--- src/rtl/odo_pkg.sv ---
// ----------------------------------------------------------------------------
// odo_pkg
// Shared types and constants of the two-encoder odometry tracker: item
// structs, controller commands, state codes and the CORDIC arctangent table.
// ----------------------------------------------------------------------------
package odo_pkg;

  // fixed field widths
  localparam int POS_BITS  = 48;
  localparam int HALF_BITS = POS_BITS / 2;
  localparam int DPC_W     = 24;
  localparam int CFG_IDX_W = 2;
  localparam int CFG_DAT_W = 24;
  localparam int IDX_W     = 6;

  // last step index of each phase
  localparam logic [IDX_W-1:0] DIST_LAST   = 6'd2;
  localparam logic [IDX_W-1:0] CORDIC_LAST = 6'd29;
  localparam logic [IDX_W-1:0] ROT_LAST    = 6'd5;
  localparam logic [IDX_W-1:0] SQ_LAST     = 6'd6;
  localparam logic [IDX_W-1:0] ROOT_LAST   = 6'd47;

  // register indexes
  localparam logic [CFG_IDX_W-1:0] REG_RIGHT_DPC = 2'd0;
  localparam logic [CFG_IDX_W-1:0] REG_LEFT_DPC  = 2'd1;
  localparam logic [CFG_IDX_W-1:0] REG_MOUNT     = 2'd2;

  localparam logic [15:0] MOUNT_RESET = 16'd57344;

  // CORDIC gain-compensated start value, Q30
  localparam logic signed [33:0] CORDIC_X0 = 34'sd652032874;

  // arctangent of 2^-i as a fraction of a 2^32 turn
  localparam logic [31:0] ATAN_TURN [30] = '{
    32'h20000000, 32'h12E4051D, 32'h09FB385B, 32'h051111D4, 32'h028B0D43,
    32'h0145D7E1, 32'h00A2F61E, 32'h00517C55, 32'h0028BE53, 32'h00145F2F,
    32'h000A2F98, 32'h000517CC, 32'h00028BE6, 32'h000145F3, 32'h0000A2F9,
    32'h0000517C, 32'h000028BE, 32'h0000145F, 32'h00000A2F, 32'h00000517,
    32'h0000028B, 32'h00000145, 32'h000000A2, 32'h00000051, 32'h00000028,
    32'h00000014, 32'h0000000A, 32'h00000005, 32'h00000002, 32'h00000001
  };

  typedef struct packed {
    logic        mode;
    logic        wheel;
    logic        dir_level;
    logic [15:0] yaw_angle;
  } in_item_t;

  typedef struct packed {
    logic signed [POS_BITS-1:0] pos_x;
    logic signed [POS_BITS-1:0] pos_y;
    logic        [31:0]         step_length;
    logic        [POS_BITS-2:0] radius;
  } out_item_t;

  typedef enum logic [2:0] {
    OP_NONE,
    OP_LOAD,
    OP_DIST,
    OP_CORDIC,
    OP_ROT,
    OP_SQ,
    OP_ROOT,
    OP_PUB
  } dp_op_t;

  typedef enum logic [3:0] {
    ST_IDLE,
    ST_DIST,
    ST_CORDIC,
    ST_ROT,
    ST_SQ_STEP,
    ST_ROOT_STEP,
    ST_SQ_RAD,
    ST_ROOT_RAD,
    ST_PUB
  } state_t;

  // command from controller to datapath
  typedef struct packed {
    dp_op_t           op;
    logic             sel;  // 0 step length pair, 1 radius pair
    logic [IDX_W-1:0] idx;
  } cmd_t;

endpackage

--- src/rtl/odo_ctrl.sv ---
// ----------------------------------------------------------------------------
// odo_ctrl
// Sequencer of the tracker: walks a tick through distance scaling, CORDIC,
// rotation, two square sums and two square roots, then hands the result beat
// to the output register.
// ----------------------------------------------------------------------------
module odo_ctrl (
  input  logic          clk,
  input  logic          rst_n,
  input  logic          in_valid,
  input  logic          in_mode,
  output logic          in_stall,
  output logic          out_valid,
  input  logic          out_stall,
  output odo_pkg::cmd_t cmd
);
  import odo_pkg::*;

  state_t           state_r, state_nxt;
  logic [IDX_W-1:0] cnt_r, cnt_nxt;
  logic             out_valid_r, out_valid_nxt;
  logic             accept, publish;

  assign in_stall  = (state_r != ST_IDLE);
  assign out_valid = out_valid_r;
  assign accept    = in_valid && (state_r == ST_IDLE);
  assign publish   = (state_r == ST_PUB) && (!out_valid_r || !out_stall);

  // next state
  always_comb begin
    state_nxt = state_r;
    cnt_nxt   = cnt_r + 1'b1;
    unique case (state_r)
      ST_IDLE: begin
        cnt_nxt = '0;
        if (accept && in_mode) state_nxt = ST_DIST;
      end
      ST_DIST: if (cnt_r == DIST_LAST) begin
        state_nxt = ST_CORDIC;
        cnt_nxt   = '0;
      end
      ST_CORDIC: if (cnt_r == CORDIC_LAST) begin
        state_nxt = ST_ROT;
        cnt_nxt   = '0;
      end
      ST_ROT: if (cnt_r == ROT_LAST) begin
        state_nxt = ST_SQ_STEP;
        cnt_nxt   = '0;
      end
      ST_SQ_STEP: if (cnt_r == SQ_LAST) begin
        state_nxt = ST_ROOT_STEP;
        cnt_nxt   = '0;
      end
      ST_ROOT_STEP: if (cnt_r == ROOT_LAST) begin
        state_nxt = ST_SQ_RAD;
        cnt_nxt   = '0;
      end
      ST_SQ_RAD: if (cnt_r == SQ_LAST) begin
        state_nxt = ST_ROOT_RAD;
        cnt_nxt   = '0;
      end
      ST_ROOT_RAD: if (cnt_r == ROOT_LAST) begin
        state_nxt = ST_PUB;
        cnt_nxt   = '0;
      end
      ST_PUB: begin
        cnt_nxt = '0;
        if (publish) state_nxt = ST_IDLE;
      end
      default: begin
        state_nxt = ST_IDLE;
        cnt_nxt   = '0;
      end
    endcase
  end

  // output beat flag: set on publish, cleared when taken
  always_comb begin
    out_valid_nxt = out_valid_r && out_stall;
    if (publish) out_valid_nxt = 1'b1;
  end

  // command outputs
  always_comb begin
    cmd.op  = OP_NONE;
    cmd.sel = 1'b0;
    cmd.idx = cnt_r;
    unique case (state_r)
      ST_IDLE:      if (accept) cmd.op = OP_LOAD;
      ST_DIST:      cmd.op = OP_DIST;
      ST_CORDIC:    cmd.op = OP_CORDIC;
      ST_ROT:       cmd.op = OP_ROT;
      ST_SQ_STEP:   cmd.op = OP_SQ;
      ST_ROOT_STEP: cmd.op = OP_ROOT;
      ST_SQ_RAD: begin
        cmd.op  = OP_SQ;
        cmd.sel = 1'b1;
      end
      ST_ROOT_RAD: begin
        cmd.op  = OP_ROOT;
        cmd.sel = 1'b1;
      end
      ST_PUB:       if (publish) cmd.op = OP_PUB;
      default:      cmd.op = OP_NONE;
    endcase
  end

  always_ff @(posedge clk) begin
    if (!rst_n) begin
      state_r     <= ST_IDLE;
      cnt_r       <= '0;
      out_valid_r <= 1'b0;
    end else begin
      state_r     <= state_nxt;
      cnt_r       <= cnt_nxt;
      out_valid_r <= out_valid_nxt;
    end
  end

endmodule

--- config.mk ---
export PLATFORM = sky130hd
export DESIGN_NAME = odo_ctrl
export DESIGN_NICKNAME = d
export VERILOG_FILES = /design/src/rtl/odo_pkg.sv /design/src/rtl/odo_ctrl.sv
export SDC_FILE = /design/constraint.sdc
export NUM_CORES = 1
export LEC_CHECK = 0
export BUFFER_PORTS_ARGS = -buffer_cell sky130_fd_sc_hd__buf_2
export CAP_MARGIN = 10
export CORE_MARGIN = 5
export CORE_UTILIZATION = 46
export DETAILED_ROUTE_END_ITERATION = 6
export PLACE_DENSITY = 0.73
export REMOVE_ABC_BUFFERS = 1
export SLEW_MARGIN = 20
export SYNTH_ARGS = -nofsm -noshare
export SYNTH_HDL_FRONTEND = slang
export SYNTH_SLANG_ARGS = --single-unit
--- constraint.sdc ---
create_clock -name clk -period 1.86 [get_ports clk]
set_clock_uncertainty 0.15 [all_clocks]
set_input_delay 0.372 -clock clk [delete_from_list [all_inputs] [get_ports clk]]
set_output_delay 0.372 -clock clk [all_outputs]
set_load 0.01 [all_outputs]
==> results by group <==
Outcome
  – Status: finished, violations left
  – Failing checks: setup timing

Critical path
  – Critical path type: reg -> out
  – CP endpoint kind: primary output
  – Required time worst endpoint: 1.34 ns
  – Slowest CP cell: or3_4
  – Critical path arrival: 1.47 ns
  – Crit Path Max Fanout: 2
  – CP startpoint kind: flop
  – Worst reg-to-reg setup slack: 0.07 ns
  – Crit path cell chain: or2_4 -> or3_4 -> o22ai_1 -> buf_2
  – CP max stage delay: 0.33 ns

Power
  – Net switching power figure: 0.526 mW
  – Leakage power: 0.456 nW
  – Internal Power: 0.796 mW
  – Sequential share of power: 0.236
  – Combinational Power Share: 0.637
  – Clock power frac: 0.127
  – VDD IR max: 0.000618 V
  – Switching share of power: 0.398
  – Pwr dens: 1270 mW/mm2

Timing
  – Hold Slack: 0.210 ns
  – Fmax: 0.502 GHz
  – Setup violations, final: 4
  – Fin. Hold Viols: 0
  – Sum Neg Setup Slack: -0.403 ns
  – Fin. max-slew vios: 0
  – Worst Max-Slew Pin Slew: 0.358 ns
  – Fin crit period: 1.99 ns
  – RSZ-0062 raised after global routing: true
  – Slew headroom: 0.759
  – Final worst slack: -0.133 ns
  – Fin crit share: 1.07

Clock network
  – Clock tree buffer depth: 2
  – CTS tree: built
  – H-tree Lvls: 1
  – Clk_lat worst skew: 0.27 ns
  – CTS buffer count: 3
  – Clk sinks: 11
  – Root buffer cell: clkbuf_4
  – Post-CTS Hold Fix Bufs: 0
  – Clock transition at path regs: 0.07 ns

Global routing
  – Largest net degree at the start of global routing: 9
  – First-pass GRT wire length: 3.18 mm
  – Gr usage total: 0.163
  – Vias in the first global route: 754
  – Initial antenna violation count: 0
  – Grt total ovfl: 0

Floorplan
  – Die Wd: 49.8 um
  – # IOs: 17
  – Die Y: 49.8 um
  – # rows: 14
  – Core Area: 0.00151 mm2
  – Initial core utilization: 0.484
  – Die area: 0.00248 mm2

Yosys
  – EDFF count, synth: 0
  – Yosys top cell area share: 0.302
  – Yosys reg bits: 11
  – Post-synthesis sequential area ratio: 0.302
  – Post-synth ARST share: 0
  – Synth cell types: 39
  – Mapped Cells: 88
  – Mean Syn Cell Area: 8.29 um2
  – Synth area leader: dfxtp_1
  – Dominant cells by area after synthesis: dfxtp_1 30%, ha_1 5.1%, nand2_1 4.6%, nor2_1 4.6%, xnor2_1 3.6%
  – YS warnings: 0
  – Ys flop type: dfxtp_1
  – Mapped Area: 729 um2

Placement
  – Number of port buffers: 16
  – Dpl cells: 127
  – Hpwl dp: 1.43 mm
  – Routability congestion estimate: 0.834
  – Place WS: -0.000253 ns

Finish
  – Share of layout cells above drive strength 1: 0.488
  – Antenna Cells: 0
  – Area delta synth->final: 42.7%
  – Final #Nets: 132
  – Final Non-Filler Cells: 139
  – Fill cells: 132

Drt
  – Post-DRT Antenna Nets: 0
  – Remaining DRCs: 0
  – WL/cell: 14.8 um
  – DR vias/cell: 5.60
  – Via count: 779
  – Post-Route WL: 2.05 mm
  – Pre-Repair DR Iteration Count: 4
  – 1st-iter DRT viols: 11

Hold path
  – Worst hold path class: in -> reg

Job
  – Max Cap Viol: 0
state kept, by name (all words and copies together), names as in the netlist:
name       flops
state_r        4
cnt_r          6
out_valid      1
cell type report:
type	instances	area (um2)	share of cell area
sequential	11	230	0.221
multi-input combinational	69	519	0.499
tap	16	20.0	0.0192
timing repair buffer	34	226	0.218
inverter	5	18.8	0.0180
clock buffer	4	26.3	0.0252
kinds of logic after synthesis:
kind of cell,synth area share
DFF,0.302
muxes,0.0154
AOI/OAI and AO/OA,0.264
xor gates and xnor gates,0.0600
and+or+nand+nor,0.264
adders and majority gates,0.0515
buffers and inverters,0.0429
layer usage:
layer	track usage	vias up	wire length, um
met5	0	-	0
met4	0.0742	0	54
met3	0.0422	9	93
met2	0.280	26	1020
met1	0.184	363	881
li1	-	381	-
layout by cell type, fill, tap and decap left out, types with 4 or more instances in the layout:
cell and n:
buf_2 16, buf_4 15, nor2_1 8, dfxtp_2 5, inv_1 4, nand2_1 9
dfxtp_1 5
synth_stat cells, types with 2 or more instances:
master	count
a211o_1	2
a21oi_1	3
a22oi_1	2
clkbuf_1	2
dfxtp_1	11
ha_1	3
inv_1	5
nand2_1	9
nand3_1	3
nor2_1	9
nor2b_1	3
nor3_1	5
or3_1	2
xnor2_1	3
xor2_1	2
what timing repair did:
| action | 4_1_cts | 5_1_grt |
|---|---|---|
| setup endpoints to repair | 6 | 13 |
| pin swaps | 4 | 4 |
| buffers inserted | 4 | 4 |
| resized for setup | 5 | 16 |
power by group through the flow:
stage | Combinational (mW) | Sequential [mW] | Clock [mW]
finish | 0.843 | 0.312 | 0.168
global route | 0.912 | 0.317 | 0.189
CTS | 0.716 | 0.302 | 0.166
detailed placement | 0.639 | 0.308 | 0
global placement | 0.624 | 0.306 | 0
floorplan | 0.374 | 0.329 | 0
through the flow:
| step | instance area, um2 | utilization | power, mW |
|---|---|---|---|
| 6_report | 1040 | 0.691 | 1.32 |
| 5_1_grt | 1040 | 0.691 | 1.42 |
| 4_1_cts | 962 | 0.639 | 1.19 |
| 3_5_place_dp | 892 | 0.592 | 0.947 |
| 3_3_place_gp | 892 | 0.592 | 0.930 |
| 2_1_floorplan | 717 | - | 0.703 |
final timing paths:
path | start | cells after the start | endpoint
setup / recovery | state_r[2]$_SDFFE_PN0P_ | 4 | cmd[9]
setup reg to reg | state_r[2]$_SDFFE_PN0P_ | 7 | state_r[3]$_SDFFE_PN0P_
hold reg to reg | cnt_r[0]$_SDFF_PN0_ | 1 | cnt_r[0]$_SDFF_PN0_
hold / removal | rst_n | 3 | state_r[3]$_SDFFE_PN0P_
worst max-delay path: cells and delay by family (launching register included):
kind	cells	cell delay, ns
AND/OR/NAND/NOR	2	0.58
buffers and inverters	1	0.15
flip-flops	1	0.32
AO/OA/AOI/OAI	1	0.15
No activity file was read; power rests on OpenSTA's default activity.
